`config.mk`:
```
export PLATFORM = sky130hd
export DESIGN_NAME = bptc_second_order
export DESIGN_NICKNAME = d
export VERILOG_FILES = /design/src/hw/rtl/bptc_pkg.sv /design/src/hw/rtl/bptc_second_order.sv
export SDC_FILE = /design/constraint.sdc
export NUM_CORES = 2
export LEC_CHECK = 0
export BUFFER_PORTS_ARGS = -buffer_cell sky130_fd_sc_hd__buf_4
export CORE_AREA = 5 5 492 251
export CTS_BUF_LIST = sky130_fd_sc_hd__clkbuf_8
export CTS_CLUSTER_SIZE = 12
export DETAILED_ROUTE_END_ITERATION = 16
export DIE_AREA = 0 0 497 256
export PLACE_DENSITY_LB_ADDON = 0.3
export SLEW_MARGIN = 20
export SYNTH_ARGS = -nofsm -noshare
export SYNTH_HDL_FRONTEND = slang
export SYNTH_SLANG_ARGS = --single-unit
```
`constraint.sdc`:
```
create_clock -name clk -period 7.55 [get_ports clk]
set_clock_uncertainty 0.05 [all_clocks]
set_input_delay 0.755 -clock clk [delete_from_list [all_inputs] [get_ports clk]]
set_output_delay 0.755 -clock clk [all_outputs]
set_load 0.02 [all_outputs]
```
`src/hw/rtl/bptc_pkg.sv`:
```
package bptc_pkg;

	// Field widths
	localparam int RAW_BITS   = 24;
	localparam int COEFF_BITS = 16;
	localparam int TEMP_W     = 19;
	localparam int PRES_W     = 32;

	// Shift amounts and scales of the compensation formulae
	localparam int REF_SCALE     = 8;
	localparam int OFF_SCALE     = 17;
	localparam int SENS_SCALE    = 16;
	localparam int TEMP_SHIFT    = 23;
	localparam int OFF_TC_SHIFT  = 6;
	localparam int SENS_TC_SHIFT = 7;
	localparam int T2_SHIFT      = 31;
	localparam int OFF2_SHIFT    = 4;
	localparam int P_SHIFT       = 21;
	localparam int PRES_SHIFT    = 15;

	// Temperature thresholds in hundredths of a degree
	localparam int T_REF  = 2000;
	localparam int T_COLD = -1500;

	// Internal widths
	localparam int DT_W    = ((RAW_BITS > COEFF_BITS + REF_SCALE) ?
	                          RAW_BITS : COEFF_BITS + REF_SCALE) + 1;
	localparam int MUL_W   = DT_W + COEFF_BITS + 1;
	localparam int TD_W    = MUL_W - TEMP_SHIFT;
	localparam int TEMP1_W = TD_W + 1;
	localparam int SQ_W    = 2 * DT_W;
	localparam int T2_W    = SQ_W - T2_SHIFT;
	localparam int TDSQ_W  = 2 * TD_W;
	localparam int VLSQ_W  = 2 * TEMP1_W;
	localparam int OFF_W   = 40;
	localparam int SENS_W  = 40;
	localparam int OFF2_W  = OFF_W + OFF2_SHIFT;
	localparam int SPLIT_W = SENS_W / 2;
	localparam int PROD_W  = RAW_BITS + SENS_W;

	// Port widths
	localparam int IN_W      = ((2 * RAW_BITS + 7) / 8) * 8;
	localparam int OUT_W     = ((TEMP_W + PRES_W + 7) / 8) * 8;
	localparam int CFG_IDX_W = 3;

	// Configuration register indexes
	typedef enum logic [CFG_IDX_W-1:0] {
		REG_SENS      = 3'd0,
		REG_OFF       = 3'd1,
		REG_SENS_TEMP = 3'd2,
		REG_OFF_TEMP  = 3'd3,
		REG_REF_TEMP  = 3'd4,
		REG_TEMP_SLOPE = 3'd5
	} reg_idx_t;

	typedef struct packed {
		logic [COEFF_BITS-1:0] sens;
		logic [COEFF_BITS-1:0] off;
		logic [COEFF_BITS-1:0] sens_temp;
		logic [COEFF_BITS-1:0] off_temp;
		logic [COEFF_BITS-1:0] ref_temp;
		logic [COEFF_BITS-1:0] temp_slope;
	} cfg_t;

	// First-order results
	typedef struct packed {
		logic                       zero;
		logic [RAW_BITS-1:0]        d1;
		logic                       low;
		logic                       cold;
		logic signed [TD_W-1:0]     td;
		logic signed [TEMP1_W-1:0]  temp1;
		logic signed [TEMP1_W-1:0]  vl;
		logic signed [T2_W-1:0]     t2;
		logic signed [OFF_W-1:0]    off;
		logic signed [SENS_W-1:0]   sens;
	} first_t;

	// Corrected temperature, offset and sensitivity
	typedef struct packed {
		logic                      zero;
		logic [RAW_BITS-1:0]       d1;
		logic signed [TEMP_W-1:0]  temp;
		logic signed [OFF_W-1:0]   off;
		logic signed [SENS_W-1:0]  sens;
	} second_t;

endpackage

```
`src/hw/rtl/bptc_second_order.sv`:
```
module bptc_second_order (
	input  logic               clk,
	input  logic               arst_n,
	input  logic               in_valid,
	output logic               in_ready,
	input  bptc_pkg::first_t   in_data,
	output logic               out_valid,
	input  logic               out_ready,
	output bptc_pkg::second_t  out_data
);

	localparam int TDSQ_W  = bptc_pkg::TDSQ_W;
	localparam int VLSQ_W  = bptc_pkg::VLSQ_W;
	localparam int TEMP1_W = bptc_pkg::TEMP1_W;
	localparam int TEMP_W  = bptc_pkg::TEMP_W;
	localparam int OFF_W   = bptc_pkg::OFF_W;
	localparam int SENS_W  = bptc_pkg::SENS_W;
	localparam int OFF2_W  = bptc_pkg::OFF2_W;

	logic valid_s4, valid_s5;
	logic ready_s4, ready_s5;

	bptc_pkg::first_t          fo_s4;
	logic signed [TDSQ_W-1:0]  tdsq_s4;
	logic signed [VLSQ_W-1:0]  vlsq_s4;
	bptc_pkg::second_t         res_s5;

	logic signed [OFF2_W-1:0]  off2_full;
	logic signed [OFF_W-1:0]   vlsq_ext, off2, sens2;
	logic signed [TEMP1_W-1:0] temp_full;
	bptc_pkg::second_t         res_c;

	assign ready_s5  = !valid_s5 || out_ready;
	assign ready_s4  = !valid_s4 || ready_s5;
	assign in_ready  = ready_s4;
	assign out_valid = valid_s5;
	assign out_data  = res_s5;

	always_ff @(posedge clk or negedge arst_n) begin
		if (!arst_n) begin
			valid_s4 <= 1'b0;
			valid_s5 <= 1'b0;
		end else begin
			if (ready_s4) valid_s4 <= in_valid;
			if (ready_s5) valid_s5 <= valid_s4;
		end
	end

	// Stage 4: squares of the distances below 20 C and below -15 C
	always_ff @(posedge clk) begin
		if (ready_s4 && in_valid) begin
			fo_s4   <= in_data;
			tdsq_s4 <= TDSQ_W'(in_data.td * in_data.td);
			vlsq_s4 <= VLSQ_W'(in_data.vl * in_data.vl);
		end
	end

	// Stage 5: second-order corrections, applied only below 20 C
	always_comb begin
		// 61 * td^2 as shift-and-add, then floor divide by 16
		off2_full = (OFF2_W'(tdsq_s4) <<< 6) - (OFF2_W'(tdsq_s4) <<< 2)
		          + OFF2_W'(tdsq_s4);
		vlsq_ext  = OFF_W'(vlsq_s4);
		off2      = OFF_W'(off2_full >>> bptc_pkg::OFF2_SHIFT);
		sens2     = SENS_W'(tdsq_s4) <<< 1;
		// extra terms below -15 C: 15 * vl^2 and 8 * vl^2
		if (fo_s4.cold) begin
			off2  = off2 + (vlsq_ext <<< 4) - vlsq_ext;
			sens2 = sens2 + (vlsq_ext <<< 3);
		end

		temp_full  = fo_s4.temp1;
		res_c.zero = fo_s4.zero;
		res_c.d1   = fo_s4.d1;
		res_c.off  = fo_s4.off;
		res_c.sens = fo_s4.sens;
		if (fo_s4.low) begin
			temp_full  = fo_s4.temp1 - TEMP1_W'(fo_s4.t2);
			res_c.off  = fo_s4.off - off2;
			res_c.sens = fo_s4.sens - sens2;
		end
		res_c.temp = TEMP_W'(temp_full);
	end

	always_ff @(posedge clk) begin
		if (ready_s5 && valid_s4) begin
			res_s5 <= res_c;
		end
	end

endmodule

```
==> flow_summary.ini <==
[timing]
post-route-period-util = 1.06
rsz0062_at_grt = true
slew_violations = 0
setup_viol = 17
worst_slack_ns = -0.486
hold_violations = 0
maxSlewHeadroom = 0.333
tightest_slew_ns = 1.00
max_freq_mhz = 124
period_needed_ns = 8.04

[synthesis]
synth-compound-area-share = 0.101
ys.flop_type = edfxtp_1
synth_seq_cells = 347
syn_area_per_cell_um2 = 10.2
synthTopCellsByArea = fa_1 32%, edfxtp_1 21%, ha_1 11%, inv_1 7.8%, xnor2_1 3.3%
syn_nets = 6294
async_flop_share = 0.00576
ys_warn_count = 0
ys_seq_area_frac = 0.210
post_synth_num_cell_types = 79
post-synth-top-area-fraction = 0.321
syn_area_um2 = 49500
synth-edff-count = 345
syn_inst = 4861
synth_top_family_by_area = adder cells
synthSimpleGateAreaFrac = 0.0989
synth-xor-area-share = 0.0455
yosysTopAreaCell = fa_1
synth_fa_ha_area_frac = 0.435
muxShareOfSynthArea = 0.0236

[routing]
dr.pass1.iters = 5
vias_per_cell = 5.11
drtIter0Drc = 3172
vias = 38600
wire_per_inst_um = 20.4
postRouteAntennaNets = 0
totalWireLength_um = 154000
route.detailed.drc = 0

[setup_path]
cp_slowest_stage_delay_ns = 0.53
cp_max_fo = 3
rr_worst_depth = 37
critPathRequiredTime_ns = 7.96
rr_startpoint = tdsq_s4[6]$_DFFE_PP_
cpMaxStageDelayCell = fa_1
criticalPathCategory = reg -> reg
reg2reg_slack_ns = -0.49
worstPathArrival_ns = 8.45
worstSetupEndpointType = flip-flop
r2r-end = out_data[79]$_DFFE_PP_
critPathLaunchType = flip-flop

[cells_and_area]
fill_cells = 10800
register_area_um2 = 10400
final_cells = 7565
multi_input_area_um2 = 36100
drive_gt1_frac = 0.246
area_growth_pct = 25.5
nets = 7339

[place]
pre_cts_ws_ns = -0.992
dpl.hpwl_um = 128000
gp_congestion = 0.946
port_buffers = 313
placed_cells = 7375

[global_routing]
grt_usage = 0.241
antenna_found_initial = 6
grt_max_degree = 70
grt_pass1_wl_um = 240000
overflow = 0
grt_pass1_vias = 39900

[floorplan]
core_area_um2 = 119000
num_rows = 90
ios = 315
die-area_um2 = 127000
start_util = 0.415
die_width_um = 497
fp.dieH_um = 256

[cts]
cts_tree = yes
cts_max_level = 2
clockBufferDepth = 3
numCtsBuffers = 56
clk_latency_ns = 0.75
clkTransAtPathRegs_ns = 0.08
ctsRootBufferMaster = clkbuf_8
clock_sinks = 347

[min_path]
whs_path_depth = 1
holdPathEnd = fo_s4[7]$_DFFE_PP_
hp-class = in -> reg
min_from = in_data[7]

[outcome]
status = complete, but fails checks
violations = negative setup slack

[flow_run]
drv_cap = 0
## per-layer routing
| metal | track usage | wire length, um |
|---|---|---|
| met1 | 0.403 | 79100 |
| met2 | 0.312 | 57600 |
| met3 | 0.0630 | 15600 |
| met5 | 0 | 11 |
| met4 | 0.0260 | 1660 |
## metrics by stage
stage,util,hold slack (ns),TNS (ns),cell area (um^2)
finish,0.521,0.130,-5.25,62100
global route,0.521,0.0837,-10.00,62100
CTS,0.515,0.0718,-2.28,61400
detailed placement,0.494,0.355,-17.02,58800
global placement,0.494,0.350,-13.47,58800
floorplan,-,0.350,-0.0341,49600
## flip-flops by register name (all words and copies together) (netlist names)
register   cells
fo_s4        145
out_data     124
vlsq_ext      39
tdsq_s4       37
out_valid      1
valid_s4       1
## cell type report
type / count / share of cell area
timing repair buffer: 1088 / 0.135
multi-input combinational: 3377 / 0.581
tap: 1610 / 0.0324
inverter: 1036 / 0.0628
clock buffer: 56 / 0.0124
sequential: 347 / 0.168
clock inverter: 49 / 0.00838
antenna: 2 / 0.0000806
## worst max path at each step
stage | startpoint | end | slack (ns) | cells after the start
2_1_floorplan | tdsq_s4[6]$_DFFE_PP_ | out_data[79]$_DFFE_PP_ | -0.03 | 35
3_3_place_gp | tdsq_s4[6]$_DFFE_PP_ | out_data[76]$_DFFE_PP_ | -0.90 | 37
3_5_place_dp | tdsq_s4[6]$_DFFE_PP_ | out_data[78]$_DFFE_PP_ | -0.99 | 36
4_1_cts | tdsq_s4[6]$_DFFE_PP_ | out_data[79]$_DFFE_PP_ | -0.33 | 36
5_1_grt | tdsq_s4[6]$_DFFE_PP_ | out_data[79]$_DFFE_PP_ | -0.76 | 36
6_report | tdsq_s4[6]$_DFFE_PP_ | out_data[79]$_DFFE_PP_ | -0.49 | 37
## cells by family after synthesis
logic type / after synthesis
adder cells (fa/ha/maj): 1244
buffers and inverters: 1137
AND/OR/NAND/NOR: 1005
AO/OA/AOI/OAI: 761
flip-flops: 347
XOR/XNOR: 257
multiplexers: 110
## worst max-delay path: cells and delay by family, from the launching register on
| kind | cells | cell delay [ns] |
|---|---|---|
| AOI/OAI and AO/OA | 21 | 3.73 |
| adders and majority gates | 5 | 1.72 |
| and+or+nand+nor | 5 | 0.97 |
| buffers and inverters | 4 | 0.50 |
| DFF | 1 | 0.46 |
| xor gates and xnor gates | 2 | 0.31 |
## timing repair
action	4_1_cts	5_1_grt
setup endpoints to repair	20	28
pin swaps	125	126
setup buffers	64	29
resized for setup	176	110
endpoints found under the hold margin	2	0
hold buffers	1	0
## cell usage in the layout, fill, tap and decap left out, types with 15 or more instances in the layout
master,n
buf_4,1054
mux2i_1,55
buf_6,24
o31ai_1,22
nand3_1,42
nor2b_1,43
o21bai_1,34
ha_4,20
xor2_1,64
fa_1,787
o211ai_1,19
clkinv_1,15
xnor2_1,175
o21ai_0,90
clkbuf_8,56
ha_1,423
a21oi_2,25
nor2_1,196
o21a_1,47
mux2_2,50
nor3_1,43
and2_1,157
a31oi_1,21
nand4_1,15
nand2_1,316
inv_1,1025
or3_1,15
and3_1,31
edfxtp_1,345
a211oi_1,20
a21oi_1,204
a21o_1,112
nand2b_1,47
## cells in the mapped netlist (9+ instances only)
master / n
o21ai_0: 114
xor2_1: 70
o21a_1: 49
a211oi_1: 31
inv_1: 1031
xnor2_1: 187
nand2_1: 323
fa_1: 794
nor2b_1: 45
nor3_1: 52
o31ai_1: 27
nand2b_1: 47
nand4_1: 15
nand3_1: 43
o21bai_1: 36
buf_1: 12
clkbuf_1: 89
or3_1: 17
a21o_1: 112
a21oi_1: 231
or2_2: 15
a31oi_1: 26
ha_1: 450
mux2_2: 54
nand3b_1: 9
edfxtp_1: 345
mux2i_1: 56
and3_1: 35
nor2_1: 210
o211ai_1: 19
a21boi_0: 15
and2_1: 163
Power is not shown: default switching activity piles up to over one toggle a cycle in this logic, so the estimate is an artifact.
