**src/hw/rtl/bptc_pkg.sv**
```systemverilog
package bptc_pkg;

	// Field widths
	localparam int RAW_BITS   = 24;
	localparam int COEFF_BITS = 16;
	localparam int TEMP_W     = 19;
	localparam int PRES_W     = 32;

	// Shift amounts and scales of the compensation formulae
	localparam int REF_SCALE     = 8;
	localparam int OFF_SCALE     = 17;
	localparam int SENS_SCALE    = 16;
	localparam int TEMP_SHIFT    = 23;
	localparam int OFF_TC_SHIFT  = 6;
	localparam int SENS_TC_SHIFT = 7;
	localparam int T2_SHIFT      = 31;
	localparam int OFF2_SHIFT    = 4;
	localparam int P_SHIFT       = 21;
	localparam int PRES_SHIFT    = 15;

	// Temperature thresholds in hundredths of a degree
	localparam int T_REF  = 2000;
	localparam int T_COLD = -1500;

	// Internal widths
	localparam int DT_W    = ((RAW_BITS > COEFF_BITS + REF_SCALE) ?
	                          RAW_BITS : COEFF_BITS + REF_SCALE) + 1;
	localparam int MUL_W   = DT_W + COEFF_BITS + 1;
	localparam int TD_W    = MUL_W - TEMP_SHIFT;
	localparam int TEMP1_W = TD_W + 1;
	localparam int SQ_W    = 2 * DT_W;
	localparam int T2_W    = SQ_W - T2_SHIFT;
	localparam int TDSQ_W  = 2 * TD_W;
	localparam int VLSQ_W  = 2 * TEMP1_W;
	localparam int OFF_W   = 40;
	localparam int SENS_W  = 40;
	localparam int OFF2_W  = OFF_W + OFF2_SHIFT;
	localparam int SPLIT_W = SENS_W / 2;
	localparam int PROD_W  = RAW_BITS + SENS_W;

	// Port widths
	localparam int IN_W      = ((2 * RAW_BITS + 7) / 8) * 8;
	localparam int OUT_W     = ((TEMP_W + PRES_W + 7) / 8) * 8;
	localparam int CFG_IDX_W = 3;

	// Configuration register indexes
	typedef enum logic [CFG_IDX_W-1:0] {
		REG_SENS      = 3'd0,
		REG_OFF       = 3'd1,
		REG_SENS_TEMP = 3'd2,
		REG_OFF_TEMP  = 3'd3,
		REG_REF_TEMP  = 3'd4,
		REG_TEMP_SLOPE = 3'd5
	} reg_idx_t;

	typedef struct packed {
		logic [COEFF_BITS-1:0] sens;
		logic [COEFF_BITS-1:0] off;
		logic [COEFF_BITS-1:0] sens_temp;
		logic [COEFF_BITS-1:0] off_temp;
		logic [COEFF_BITS-1:0] ref_temp;
		logic [COEFF_BITS-1:0] temp_slope;
	} cfg_t;

	// First-order results
	typedef struct packed {
		logic                       zero;
		logic [RAW_BITS-1:0]        d1;
		logic                       low;
		logic                       cold;
		logic signed [TD_W-1:0]     td;
		logic signed [TEMP1_W-1:0]  temp1;
		logic signed [TEMP1_W-1:0]  vl;
		logic signed [T2_W-1:0]     t2;
		logic signed [OFF_W-1:0]    off;
		logic signed [SENS_W-1:0]   sens;
	} first_t;

	// Corrected temperature, offset and sensitivity
	typedef struct packed {
		logic                      zero;
		logic [RAW_BITS-1:0]       d1;
		logic signed [TEMP_W-1:0]  temp;
		logic signed [OFF_W-1:0]   off;
		logic signed [SENS_W-1:0]  sens;
	} second_t;

endpackage

```
**src/hw/rtl/bptc_pressure.sv**
```systemverilog
module bptc_pressure (
	input  logic                             clk,
	input  logic                             arst_n,
	input  logic                             in_valid,
	output logic                             in_ready,
	input  bptc_pkg::second_t                in_data,
	output logic                             out_valid,
	input  logic                             out_ready,
	output logic signed [bptc_pkg::TEMP_W-1:0] temperature_centi,
	output logic signed [bptc_pkg::PRES_W-1:0] pressure_centi_mbar,
	output logic                             valid_res
);

	localparam int RAW_BITS = bptc_pkg::RAW_BITS;
	localparam int SPLIT_W  = bptc_pkg::SPLIT_W;
	localparam int SENS_W   = bptc_pkg::SENS_W;
	localparam int OFF_W    = bptc_pkg::OFF_W;
	localparam int PROD_W   = bptc_pkg::PROD_W;
	localparam int TEMP_W   = bptc_pkg::TEMP_W;
	localparam int PRES_W   = bptc_pkg::PRES_W;
	localparam int LO_W     = RAW_BITS + SPLIT_W;
	localparam int HI_W     = RAW_BITS + 1 + SENS_W - SPLIT_W;

	logic valid_s6, valid_s7, valid_s8;
	logic ready_s6, ready_s7, ready_s8;

	logic                      zero_s6, zero_s7;
	logic signed [TEMP_W-1:0]  temp_s6, temp_s7;
	logic signed [OFF_W-1:0]   off_s6, off_s7;
	logic [LO_W-1:0]           pp_lo_s6;
	logic signed [HI_W-1:0]    pp_hi_s6;
	logic signed [PROD_W-1:0]  prod_s7;
	logic signed [TEMP_W-1:0]  temp_s8;
	logic signed [PRES_W-1:0]  pres_s8;
	logic                      vres_s8;

	logic signed [PROD_W-1:0]  prod_c;
	logic signed [PROD_W-1:0]  p64_c;

	assign ready_s8  = !valid_s8 || out_ready;
	assign ready_s7  = !valid_s7 || ready_s8;
	assign ready_s6  = !valid_s6 || ready_s7;
	assign in_ready  = ready_s6;
	assign out_valid = valid_s8;

	assign temperature_centi   = temp_s8;
	assign pressure_centi_mbar = pres_s8;
	assign valid_res           = vres_s8;

	always_ff @(posedge clk or negedge arst_n) begin
		if (!arst_n) begin
			valid_s6 <= 1'b0;
			valid_s7 <= 1'b0;
			valid_s8 <= 1'b0;
		end else begin
			if (ready_s6) valid_s6 <= in_valid;
			if (ready_s7) valid_s7 <= valid_s6;
			if (ready_s8) valid_s8 <= valid_s7;
		end
	end

	// Stage 6: D1 * SENS as two partial products on the sensitivity halves
	always_ff @(posedge clk) begin
		if (ready_s6 && in_valid) begin
			zero_s6  <= in_data.zero;
			temp_s6  <= in_data.temp;
			off_s6   <= in_data.off;
			pp_lo_s6 <= LO_W'(in_data.d1 * in_data.sens[SPLIT_W-1:0]);
			pp_hi_s6 <= HI_W'($signed({1'b0, in_data.d1})
			          * $signed(in_data.sens[SENS_W-1:SPLIT_W]));
		end
	end

	// Stage 7: recombine the partial products
	assign prod_c = (PROD_W'(pp_hi_s6) <<< SPLIT_W) + $signed(PROD_W'(pp_lo_s6));

	always_ff @(posedge clk) begin
		if (ready_s7 && valid_s6) begin
			zero_s7 <= zero_s6;
			temp_s7 <= temp_s6;
			off_s7  <= off_s6;
			prod_s7 <= prod_c;
		end
	end

	// Stage 8: subtract offset, scale down, zero the result on a zero raw value
	assign p64_c = (prod_s7 >>> bptc_pkg::P_SHIFT) - PROD_W'(off_s7);

	always_ff @(posedge clk) begin
		if (ready_s8 && valid_s7) begin
			if (zero_s7) begin
				temp_s8 <= '0;
				pres_s8 <= '0;
				vres_s8 <= 1'b0;
			end else begin
				temp_s8 <= temp_s7;
				pres_s8 <= p64_c[PRES_W+bptc_pkg::PRES_SHIFT-1:bptc_pkg::PRES_SHIFT];
				vres_s8 <= 1'b1;
			end
		end
	end

endmodule

```
**config.mk**
```make
export PLATFORM = sky130hd
export DESIGN_NAME = bptc_pressure
export DESIGN_NICKNAME = d
export VERILOG_FILES = /design/src/hw/rtl/bptc_pkg.sv /design/src/hw/rtl/bptc_pressure.sv
export SDC_FILE = /design/constraint.sdc
export NUM_CORES = 2
export LEC_CHECK = 0
export BUFFER_PORTS_ARGS = -buffer_cell sky130_fd_sc_hd__clkbuf_2
export CELL_PAD_IN_SITES_DETAIL_PLACEMENT = 1
export CELL_PAD_IN_SITES_GLOBAL_PLACEMENT = 1
export CORE_MARGIN = 2
export CORE_UTILIZATION = 40
export CTS_CLUSTER_DIAMETER = 150
export DETAILED_ROUTE_END_ITERATION = 8
export HOLD_SLACK_MARGIN = 0.06
export PLACE_DENSITY_LB_ADDON = 0.15
export SYNTH_ARGS = -nofsm -noshare
export SYNTH_HDL_FRONTEND = slang
export SYNTH_SLANG_ARGS = --single-unit
```
**constraint.sdc**
```tcl
create_clock -name clk -period 9.15 [get_ports clk]
set_clock_uncertainty 0.15 [all_clocks]
set_input_delay 2.745 -clock clk [delete_from_list [all_inputs] [get_ports clk]]
set_output_delay 2.745 -clock clk [all_outputs]
set_load 0.01 [all_outputs]
```
==> results_dict.tcl <==
set metrics [dict create \
    crit_fanout 5 \
    routedWlPerCell_um 19.80 \
    min_period_ns 8.993 \
    slowest_stage "fa_1" \
    finalSetupViolCount 0 \
    start_kind "primary input" \
    antenna_found_initial 13 \
    synth_top_area_share_pct 36.13 \
    synth_area_um2 43500 \
    drive_above_1_share_pct 17.10 \
    syn_nets 5691 \
    tightest_slew_ns 0.9916 \
    vias 31186 \
    hold_buffers 0 \
    synth_cells 4386 \
    syn_area_per_cell_um2 9.918 \
    grt_max_degree 74 \
    cts_max_level 1 \
    maxCapViolCount 0 \
    initial_core_util_pct 40.46 \
    netlist-cell-type-count 72 \
    track_usage_pct 22.53 \
    report.final.slew_viol_count 0 \
    ys_seq_area_share_pct 19.50 \
    final_area_um2 51330 \
    synth_top_family_by_area "adder cells" \
    place_area_um2 49010 \
    wl_mm 124.6 \
    port_buffers 181 \
    whs_ns 0.2681 \
    yosysMostFrequentCell "inv_1" \
    yosys-mux-area-fraction_pct 0.1956 \
    ios 182 \
    overflow 0 \
    slew_headroom_pct 33.89 \
    ys.flop_type "edfxtp_1" \
    cts_buffers 31 \
    die-width_um 333.8 \
    die_h_um 333.8 \
    clk_path_buf_depth 3 \
    min_path_type "register to register" \
    grt_pass1_vias 35223 \
    dr.pass1.iters 5 \
    cts.clk_slew.worst_paths_ns 0.06 \
    max_freq_mhz 111.2 \
    synthSimpleGateAreaFrac_pct 15.07 \
    fillers 12062 \
    synth_compound_area_share_pct 5.589 \
    grt_pass1_wl_mm 195.7 \
    synth_seq_cells 283 \
    cpPeakStageDelay_ns 0.56 \
    synth_edf_count 280 \
    setup_slack_ns 0.1570 \
    drc 0 \
    worstPathRequired_ns 9.35 \
    rsz0062_at_grt "yes" \
    crit_path_end_kind "register" \
    drtIter0Drc 1238 \
    ys_top_cells_by_count "inv_1, fa_1, nand2_1" \
    cp.arrival_ns 9.19 \
    clk_latency_ns 0.60 \
    ant_nets 0 \
    coreArea_um2 107500 \
    synth_top_area_cell "fa_1" \
    nNetsFinal 6163 \
    path_class "primary input to register" \
    die_area_um2 111400 \
    fin_crit_sh_pct 98.28 \
    cts_sinks 283 \
    dp_hpwl_mm 105.2 \
    synthAdderAreaFrac_pct 47.40 \
    fp-row-count 120 \
    synthTopCellsByArea "fa_1, edfxtp_1, ha_1, inv_1, and2_1" \
    tritoncts "built" \
    cpMostUsedCell "fa_1" \
    status "finished, final reports clean" \
    place_ws_ns -0.8396 \
    path_delay_family "adder cells" \
    cts_root_buf "clkbuf_16" \
    cp_num_buf_inv 6 \
    via_per_inst 4.957 \
    gp_congestion 0.8651 \
    finalHoldViolCount 0 \
    async_reset_ff_share_pct 1.060 \
    syn_to_final_growth_pct 17.99 \
    synth_warnings 0 \
    synth_xor_area_share_pct 2.476 \
]
==> layout make-up <==
type / instances / area (um^2) / area share (%)
Tap cell: 1403 / 1755 / 3.420
Timing Repair Buffer: 644 / 5358 / 10.44
Clock buffer: 34 / 787.0 / 1.533
Antenna cell: 6 / 15.01 / 0.02925
Sequential cell: 283 / 8483 / 16.53
Inverter: 922 / 3461 / 6.743
Multi-Input combinational cell: 2976 / 31240 / 60.87
Clock inverter: 23 / 225.2 / 0.4388
==> state kept, by name, summed over array words and instances, names as in the netlist <==
name / cells
off_s7: 40
pp_hi_s6: 44
temp_s6: 19
off_s6: 40
temperature_centi: 19
out_valid: 1
zero_s6: 1
valid_s6: 1
zero_s7: 1
valid_res: 1
pp_lo_s6: 24
prod_s7: 43
temp_s7: 19
valid_s7: 1
pressure_centi_mbar: 29
==> what timing repair did <==
item                       CTS  global route
gates cloned                 0            11
resized for setup            6           266
buffers inserted             1            32
pin swaps                    1           105
setup endpoints to repair   16            28
==> worst paths after layout <==
kind	start	endpoint	slack [ns]	cells after the start
min reg2reg	off_s6[2]	off_s7[2]	0.27	0
max	in_data[9]	pp_lo_s6[43]	0.16	25
max reg2reg	pp_lo_s6[21]	prod_s7[56]	5.49	12
min in group asynchronous	arst_n	out_valid	1.81	1
min	off_s6[2]	off_s7[2]	0.27	0
max in group asynchronous	arst_n	valid_s6	6.93	1
==> logic make-up after synthesis <==
kind of cell	after synthesis
AND/OR/NAND/NOR	1311
adder cells (fa/ha/maj)	1177
XOR/XNOR	123
AO/OA/AOI/OAI	357
multiplexers	8
buffers and inverters	1127
flip-flops	283
==> metal layers <==
metal / routed length, um / vias up / track usage (%)
met5: 32 / - / 0
met4: 3193 / 4 / 5.175
met3: 5672 / 158 / 3.166
met2: 58580 / 531 / 37.84
met1: 57090 / 16110 / 30.92
li1: - / 14383 / -
==> placed cells by master (no fill, tap or decap), types with 6 or more instances in the layout <==
| cell type | n |
|---|---|
| a31oi_1 | 12 |
| xnor2_1 | 90 |
| nor2b_1 | 36 |
| a21oi_2 | 10 |
| and3_1 | 21 |
| buf_12 | 44 |
| o21ai_0 | 33 |
| and4_1 | 6 |
| clkbuf_2 | 146 |
| and2_4 | 19 |
| nand4_1 | 23 |
| inv_2 | 20 |
| nand2b_1 | 26 |
| nor3_1 | 20 |
| buf_6 | 28 |
| nand2_2 | 6 |
| ha_1 | 379 |
| buf_8 | 12 |
| xor2_1 | 33 |
| o21bai_1 | 10 |
| o21a_1 | 14 |
| nand2_1 | 553 |
| fa_1 | 763 |
| a21oi_1 | 108 |
| fa_2 | 22 |
| edfxtp_1 | 280 |
| buf_4 | 391 |
| buf_2 | 6 |
| diode_2 | 6 |
| nor4_1 | 6 |
| o21ai_1 | 15 |
| inv_1 | 902 |
| a21o_1 | 80 |
| clkbuf_16 | 40 |
| nand3_1 | 41 |
| nor2_1 | 82 |
| and2_1 | 445 |
| ha_4 | 11 |
| clkbuf_4 | 8 |
==> through the flow <==
stage | setup TNS, ns | util (%) | instances
2_1_floorplan | 0 | - | 4386
3_3_place_gp | -18.74 | 45.59 | 6186
3_5_place_dp | -23.06 | 45.59 | 6186
4_1_cts | 0 | 46.57 | 6244
5_1_grt | -0.1914 | 47.73 | 6286
6_report | 0 | 47.75 | 6291
Power is not shown: default switching activity piles up to over one toggle a cycle in this logic, so the estimate is an artifact.
