===== src/hw/rtl/bptc_pkg.sv =====
package bptc_pkg;

	// Field widths
	localparam int RAW_BITS   = 24;
	localparam int COEFF_BITS = 16;
	localparam int TEMP_W     = 19;
	localparam int PRES_W     = 32;

	// Shift amounts and scales of the compensation formulae
	localparam int REF_SCALE     = 8;
	localparam int OFF_SCALE     = 17;
	localparam int SENS_SCALE    = 16;
	localparam int TEMP_SHIFT    = 23;
	localparam int OFF_TC_SHIFT  = 6;
	localparam int SENS_TC_SHIFT = 7;
	localparam int T2_SHIFT      = 31;
	localparam int OFF2_SHIFT    = 4;
	localparam int P_SHIFT       = 21;
	localparam int PRES_SHIFT    = 15;

	// Temperature thresholds in hundredths of a degree
	localparam int T_REF  = 2000;
	localparam int T_COLD = -1500;

	// Internal widths
	localparam int DT_W    = ((RAW_BITS > COEFF_BITS + REF_SCALE) ?
	                          RAW_BITS : COEFF_BITS + REF_SCALE) + 1;
	localparam int MUL_W   = DT_W + COEFF_BITS + 1;
	localparam int TD_W    = MUL_W - TEMP_SHIFT;
	localparam int TEMP1_W = TD_W + 1;
	localparam int SQ_W    = 2 * DT_W;
	localparam int T2_W    = SQ_W - T2_SHIFT;
	localparam int TDSQ_W  = 2 * TD_W;
	localparam int VLSQ_W  = 2 * TEMP1_W;
	localparam int OFF_W   = 40;
	localparam int SENS_W  = 40;
	localparam int OFF2_W  = OFF_W + OFF2_SHIFT;
	localparam int SPLIT_W = SENS_W / 2;
	localparam int PROD_W  = RAW_BITS + SENS_W;

	// Port widths
	localparam int IN_W      = ((2 * RAW_BITS + 7) / 8) * 8;
	localparam int OUT_W     = ((TEMP_W + PRES_W + 7) / 8) * 8;
	localparam int CFG_IDX_W = 3;

	// Configuration register indexes
	typedef enum logic [CFG_IDX_W-1:0] {
		REG_SENS      = 3'd0,
		REG_OFF       = 3'd1,
		REG_SENS_TEMP = 3'd2,
		REG_OFF_TEMP  = 3'd3,
		REG_REF_TEMP  = 3'd4,
		REG_TEMP_SLOPE = 3'd5
	} reg_idx_t;

	typedef struct packed {
		logic [COEFF_BITS-1:0] sens;
		logic [COEFF_BITS-1:0] off;
		logic [COEFF_BITS-1:0] sens_temp;
		logic [COEFF_BITS-1:0] off_temp;
		logic [COEFF_BITS-1:0] ref_temp;
		logic [COEFF_BITS-1:0] temp_slope;
	} cfg_t;

	// First-order results
	typedef struct packed {
		logic                       zero;
		logic [RAW_BITS-1:0]        d1;
		logic                       low;
		logic                       cold;
		logic signed [TD_W-1:0]     td;
		logic signed [TEMP1_W-1:0]  temp1;
		logic signed [TEMP1_W-1:0]  vl;
		logic signed [T2_W-1:0]     t2;
		logic signed [OFF_W-1:0]    off;
		logic signed [SENS_W-1:0]   sens;
	} first_t;

	// Corrected temperature, offset and sensitivity
	typedef struct packed {
		logic                      zero;
		logic [RAW_BITS-1:0]       d1;
		logic signed [TEMP_W-1:0]  temp;
		logic signed [OFF_W-1:0]   off;
		logic signed [SENS_W-1:0]  sens;
	} second_t;

endpackage


===== src/hw/rtl/bptc_first_order.sv =====
module bptc_first_order (
	input  logic                           clk,
	input  logic                           arst_n,
	input  bptc_pkg::cfg_t                 cfg,
	input  logic                           in_valid,
	output logic                           in_ready,
	input  logic [bptc_pkg::RAW_BITS-1:0]  raw_pressure,
	input  logic [bptc_pkg::RAW_BITS-1:0]  raw_temperature,
	output logic                           out_valid,
	input  logic                           out_ready,
	output bptc_pkg::first_t               out_data
);

	localparam int DT_W    = bptc_pkg::DT_W;
	localparam int MUL_W   = bptc_pkg::MUL_W;
	localparam int SQ_W    = bptc_pkg::SQ_W;
	localparam int TD_W    = bptc_pkg::TD_W;
	localparam int TEMP1_W = bptc_pkg::TEMP1_W;
	localparam int OFF_W   = bptc_pkg::OFF_W;
	localparam int SENS_W  = bptc_pkg::SENS_W;
	localparam int RAW_BITS = bptc_pkg::RAW_BITS;

	logic valid_s1, valid_s2, valid_s3;
	logic ready_s1, ready_s2, ready_s3;

	logic                     zero_s1, zero_s2;
	logic [RAW_BITS-1:0]      d1_s1, d1_s2;
	logic signed [DT_W-1:0]   dt_s1;
	logic signed [MUL_W-1:0]  p_temp_s2, p_off_s2, p_sens_s2;
	logic signed [SQ_W-1:0]   p_sq_s2;
	bptc_pkg::first_t         res_s3;

	logic signed [DT_W-1:0]   dt_c;
	bptc_pkg::first_t         res_c;

	// Stall chain: a stage takes data when empty or when it moves on
	assign ready_s3  = !valid_s3 || out_ready;
	assign ready_s2  = !valid_s2 || ready_s3;
	assign ready_s1  = !valid_s1 || ready_s2;
	assign in_ready  = ready_s1;
	assign out_valid = valid_s3;
	assign out_data  = res_s3;

	always_ff @(posedge clk or negedge arst_n) begin
		if (!arst_n) begin
			valid_s1 <= 1'b0;
			valid_s2 <= 1'b0;
			valid_s3 <= 1'b0;
		end else begin
			if (ready_s1) valid_s1 <= in_valid;
			if (ready_s2) valid_s2 <= valid_s1;
			if (ready_s3) valid_s3 <= valid_s2;
		end
	end

	// Stage 1: temperature difference dT
	assign dt_c = $signed(DT_W'(raw_temperature))
	            - $signed(DT_W'({cfg.ref_temp, {bptc_pkg::REF_SCALE{1'b0}}}));

	always_ff @(posedge clk) begin
		if (ready_s1 && in_valid) begin
			zero_s1 <= (raw_pressure == '0) || (raw_temperature == '0);
			d1_s1   <= raw_pressure;
			dt_s1   <= dt_c;
		end
	end

	// Stage 2: products with dT
	always_ff @(posedge clk) begin
		if (ready_s2 && valid_s1) begin
			zero_s2   <= zero_s1;
			d1_s2     <= d1_s1;
			p_temp_s2 <= MUL_W'(dt_s1 * $signed({1'b0, cfg.temp_slope}));
			p_off_s2  <= MUL_W'(dt_s1 * $signed({1'b0, cfg.off_temp}));
			p_sens_s2 <= MUL_W'(dt_s1 * $signed({1'b0, cfg.sens_temp}));
			p_sq_s2   <= SQ_W'(dt_s1 * dt_s1);
		end
	end

	// Stage 3: first-order temperature, offset and sensitivity
	always_comb begin
		res_c.zero  = zero_s2;
		res_c.d1    = d1_s2;
		res_c.td    = $signed(p_temp_s2[MUL_W-1:bptc_pkg::TEMP_SHIFT]);
		res_c.temp1 = TEMP1_W'(res_c.td) + $signed(TEMP1_W'(bptc_pkg::T_REF));
		res_c.vl    = res_c.temp1 - $signed(TEMP1_W'(bptc_pkg::T_COLD));
		res_c.low   = res_c.td[TD_W-1];
		res_c.cold  = res_c.vl[TEMP1_W-1];
		res_c.t2    = $signed(p_sq_s2[SQ_W-1:bptc_pkg::T2_SHIFT]);
		res_c.off   = $signed(OFF_W'({cfg.off, {bptc_pkg::OFF_SCALE{1'b0}}}))
		            + OFF_W'($signed(p_off_s2[MUL_W-1:bptc_pkg::OFF_TC_SHIFT]));
		res_c.sens  = $signed(SENS_W'({cfg.sens, {bptc_pkg::SENS_SCALE{1'b0}}}))
		            + SENS_W'($signed(p_sens_s2[MUL_W-1:bptc_pkg::SENS_TC_SHIFT]));
	end

	always_ff @(posedge clk) begin
		if (ready_s3 && valid_s2) begin
			res_s3 <= res_c;
		end
	end

endmodule


===== config.mk =====
export PLATFORM = sky130hd
export DESIGN_NAME = bptc_first_order
export DESIGN_NICKNAME = d
export VERILOG_FILES = /design/src/hw/rtl/bptc_pkg.sv /design/src/hw/rtl/bptc_first_order.sv
export SDC_FILE = /design/constraint.sdc
export NUM_CORES = 2
export LEC_CHECK = 0
export BUFFER_PORTS_ARGS = -buffer_cell sky130_fd_sc_hd__buf_4
export CORE_ASPECT_RATIO = 1.75
export CORE_UTILIZATION = 51
export DETAILED_ROUTE_END_ITERATION = 8
export PLACE_DENSITY = 0.68
export SLEW_MARGIN = 0
export SYNTH_ARGS = -nofsm -noshare
export SYNTH_HDL_FRONTEND = slang
export SYNTH_SLANG_ARGS = --single-unit

===== constraint.sdc =====
create_clock -name clk -period 8.2 [get_ports clk]
set_clock_uncertainty 0.2 [all_clocks]
set_input_delay 0.82 -clock clk [delete_from_list [all_inputs] [get_ports clk]]
set_output_delay 0.82 -clock clk [all_outputs]
set_load 0.005 [all_outputs]

==> flow_summary_export.csv <==
group,metric,value,unit
synthesis,synth.net_count,9999,
route,detail_route.iter0.violations,2194,
clocking,cts_inserted_buffers,39,
timing,min_period_over_period,96.62,%
synthesis,library_cell_with_the_highest_instance_count_after_synthesis,"inv_1",
setup_path,crit_type,"reg -> reg",
timing,setup_repair_after_global_routing_missed_its_margin,"false",
synthesis,synth_top_area_share,47.09,%
cells_and_area,final_design_area_no_fill,82120,µm²
setup_path,r2r_slack,0.28,ns
synthesis,synth_seq_cells,357,
floorplanning,die_area,149600,µm²
synthesis,synth_commonest_cells,"inv_1 (2089), fa_1 (1775), nand2_1 (955)",
clocking,clock_latency_on_the_worst_skew_pair,0.66,ns
synthesis,yosys.cell_types.count,82,
synthesis,gate_count_after_technology_mapping,7571,
clocking,clk_buf_depth,3,
synthesis,post-synth-top-area-cell,"fa_1",
floorplanning,chipWidth,292.8,µm
route,firstDrtPassIters,8,
timing,fin_setup_tns,0,ns
outcome,status,"finished, final reports clean",
floorplanning,initial_core_util,51.39,%
synthesis,edff_count_synth,354,
route,route.detailed.drc,0,
setup_path,worstPathMaxFanout,27,
cells_and_area,instances_no_fill,9811,
timing,worst-slew-pin-transition,0.9278,ns
setup_path,crit_arrival,8.08,ns
grt,first_global_vias,60130,
grt,grt-ovfl-total,0,
timing,timing.slew.headroom,38.15,%
grt,number_of_antenna_violations_at_the_first_check_in_global_routing,16,
cells_and_area,register_area,10710,µm²
timing,setup-violations-final,0,
floorplanning,io_pins,335,
setup_path,critPathRequiredTime,8.35,ns
cells_and_area,fillCellCount,12850,
clocking,htree_levels,2,
placed_design,post_place_cell_area,80610,µm²
floorplanning,placement_rows,186,
setup_path,start_kind,"register",
route,finalWirelength,205700,µm
timing,fmax,0.1262,GHz
clocking,clk_root_buffer_cell,"clkbuf_16",
floorplanning,area_of_the_core,146800,µm²
timing,final_hold_viol_count,0,
clocking,cts_tree,"yes",
min_path,hold_path_class,"in -> reg",
timing,final-max-slew-violation-count,0,
synthesis,yosys-top-cells-area,"fa_1 (47%), edfxtp_1 (14%), inv_1 (10%)",
grt,grt_first_pass_wirelength,323700,µm
placed_design,buffer_ports.inserted,334,
cells_and_area,areaGrowthSynthToFinish,8.817,%
route,vias_per_cell,5.295,
synthesis,netlist_area,75460,µm²
clocking,tritoncts_num_sinks,357,
floorplanning,die_height,510.9,µm
placed_design,final_gp_congestion,1.001,
route,dr_total_vias,51950,
clocking,clkTransAtPathRegs,0.08,ns
cells_and_area,finish.net_count,10230,
synthesis,yosysWarningCount,0,
synthesis,synth_area_per_cell,9.967,µm²
grt,pin_count_of_the_biggest_net_entering_global_routing,69,
setup_path,timing.critical_path.to_type,"register",
route,antenna_viol_nets_final,0,
job,number_of_max_capacitance_violations_reported,0,
synthesis,ys_async_sr_fraction,0.8403,%
placed_design,placedCellCount,9720,
cells_and_area,multiInputGateArea,55660,µm²
grt,total_global_routing_track_utilization,28.72,%
synthesis,synth_flop_cell,"edfxtp_1",
cells_and_area,final_layout_size_suffix_gt1_share,7.803,%
placed_design,detailedPlacementHpwl,167800,µm
route,detail_route.wl_per_cell,20.97,µm
synthesis,synth_seq_area_share,14.19,%
timing,period_minus_ws_final,7.923,ns
## area by class of cell
class / instances / share of cell area (%)
repair buffers: 513 / 4.990
flip-flops and latches: 357 / 13.04
clock inverters: 26 / 0.3733
inverters: 2089 / 9.549
multi-input cells: 4801 / 67.79
clock buffers: 44 / 1.237
well taps: 1974 / 3.008
diodes: 7 / 0.02133
## worst paths after layout
| check | startpoint | endpoint | depth (start not counted) |
|---|---|---|---|
| min in group asynchronous | arst_n | valid_s1 | 2 |
| max in group asynchronous | arst_n | valid_s2 | 2 |
| setup reg to reg | dt_s1[5] | p_sq_s2[48] | 25 |
| hold reg to reg | d1_s2[10] | out_data[170] | 0 |
| hold / removal | raw_temperature[4] | dt_s1[4] | 1 |
| setup / recovery | dt_s1[5] | p_sq_s2[48] | 25 |
## stage by stage
stage | hold WS, ns | worst slack, ns | util (%)
floorplan | 0.2003 | 0.5930 | -
global placement | 0.2006 | 0.2417 | 54.90
detailed placement | 0.2045 | 0.1477 | 54.90
CTS | 0.1144 | 0.04359 | 55.80
global route | 0.1426 | 0.07171 | 55.91
finish | 0.1550 | 0.2768 | 55.92
## layer usage
layer  share of wire, %  up-vias  GRT usage [%]
met2                 54     1753          54.26
met1                 32    26830          27.96
met3                4.6      809          3.498
met4                9.5        8          22.25
li1                   -    22560              -
met5              0.021        -              0
## placed cells by master, fill, tap and decap left out, types with 41 or more instances in the layout
cell      count
inv_1      2089
ha_1        505
xor2_1       57
fa_1       1774
nor2_1      111
edfxtp_1    354
nand3_1      41
buf_4       490
a21o_1       56
a21oi_1     105
xnor2_1     139
o21ai_0      70
nand2_1     955
and2_1      587
## cells by family after synthesis
family	share of synthesized area [%]
flip-flops	14.19
adder cells (fa/ha/maj)	55.46
multiplexers	0.05472
AND/OR/NAND/NOR	12.32
AO/OA/AOI/OAI	3.624
XOR/XNOR	2.275
buffers and inverters	12.08
## state kept, by name, summed over array words and instances, names as in the netlist
signal	cells
d1_s1	24
d1_s2	24
dt_s1	25
out_data	170
out_valid	1
p_off_s2	36
p_sens_s2	35
p_sq_s2	19
p_temp_s2	19
valid_s1	1
valid_s2	1
zero_s1	1
zero_s2	1
## worst max-delay path: stages (launching register included)
cell and delay (ns):
edfxtp_1 0.66, buf_12 0.28, nand2_1 0.15, fa_1 0.58
inv_1 0.06, fa_1 0.50, inv_1 0.08, fa_1 0.49
fa_1 0.55, inv_1 0.06, fa_1 0.44, fa_1 0.52
inv_1 0.06, fa_1 0.54, inv_1 0.11, ha_1 0.31
a21o_1 0.20, a2111oi_1 0.36, nand3_1 0.15, o21ai_1 0.31
buf_4 0.22, a21oi_1 0.07, buf_4 0.15, o221ai_2 0.23
nor2b_2 0.25, o311ai_1 0.09
## timing repair
action	in CTS	in global routing
endpoints found under the hold margin	3	0
endpoints found under the setup margin	0	7
resized for setup	0	8
hold buffers	1	0
setup buffers	0	13
Power is not shown: default switching activity piles up to over one toggle a cycle in this logic, so the estimate is an artifact.
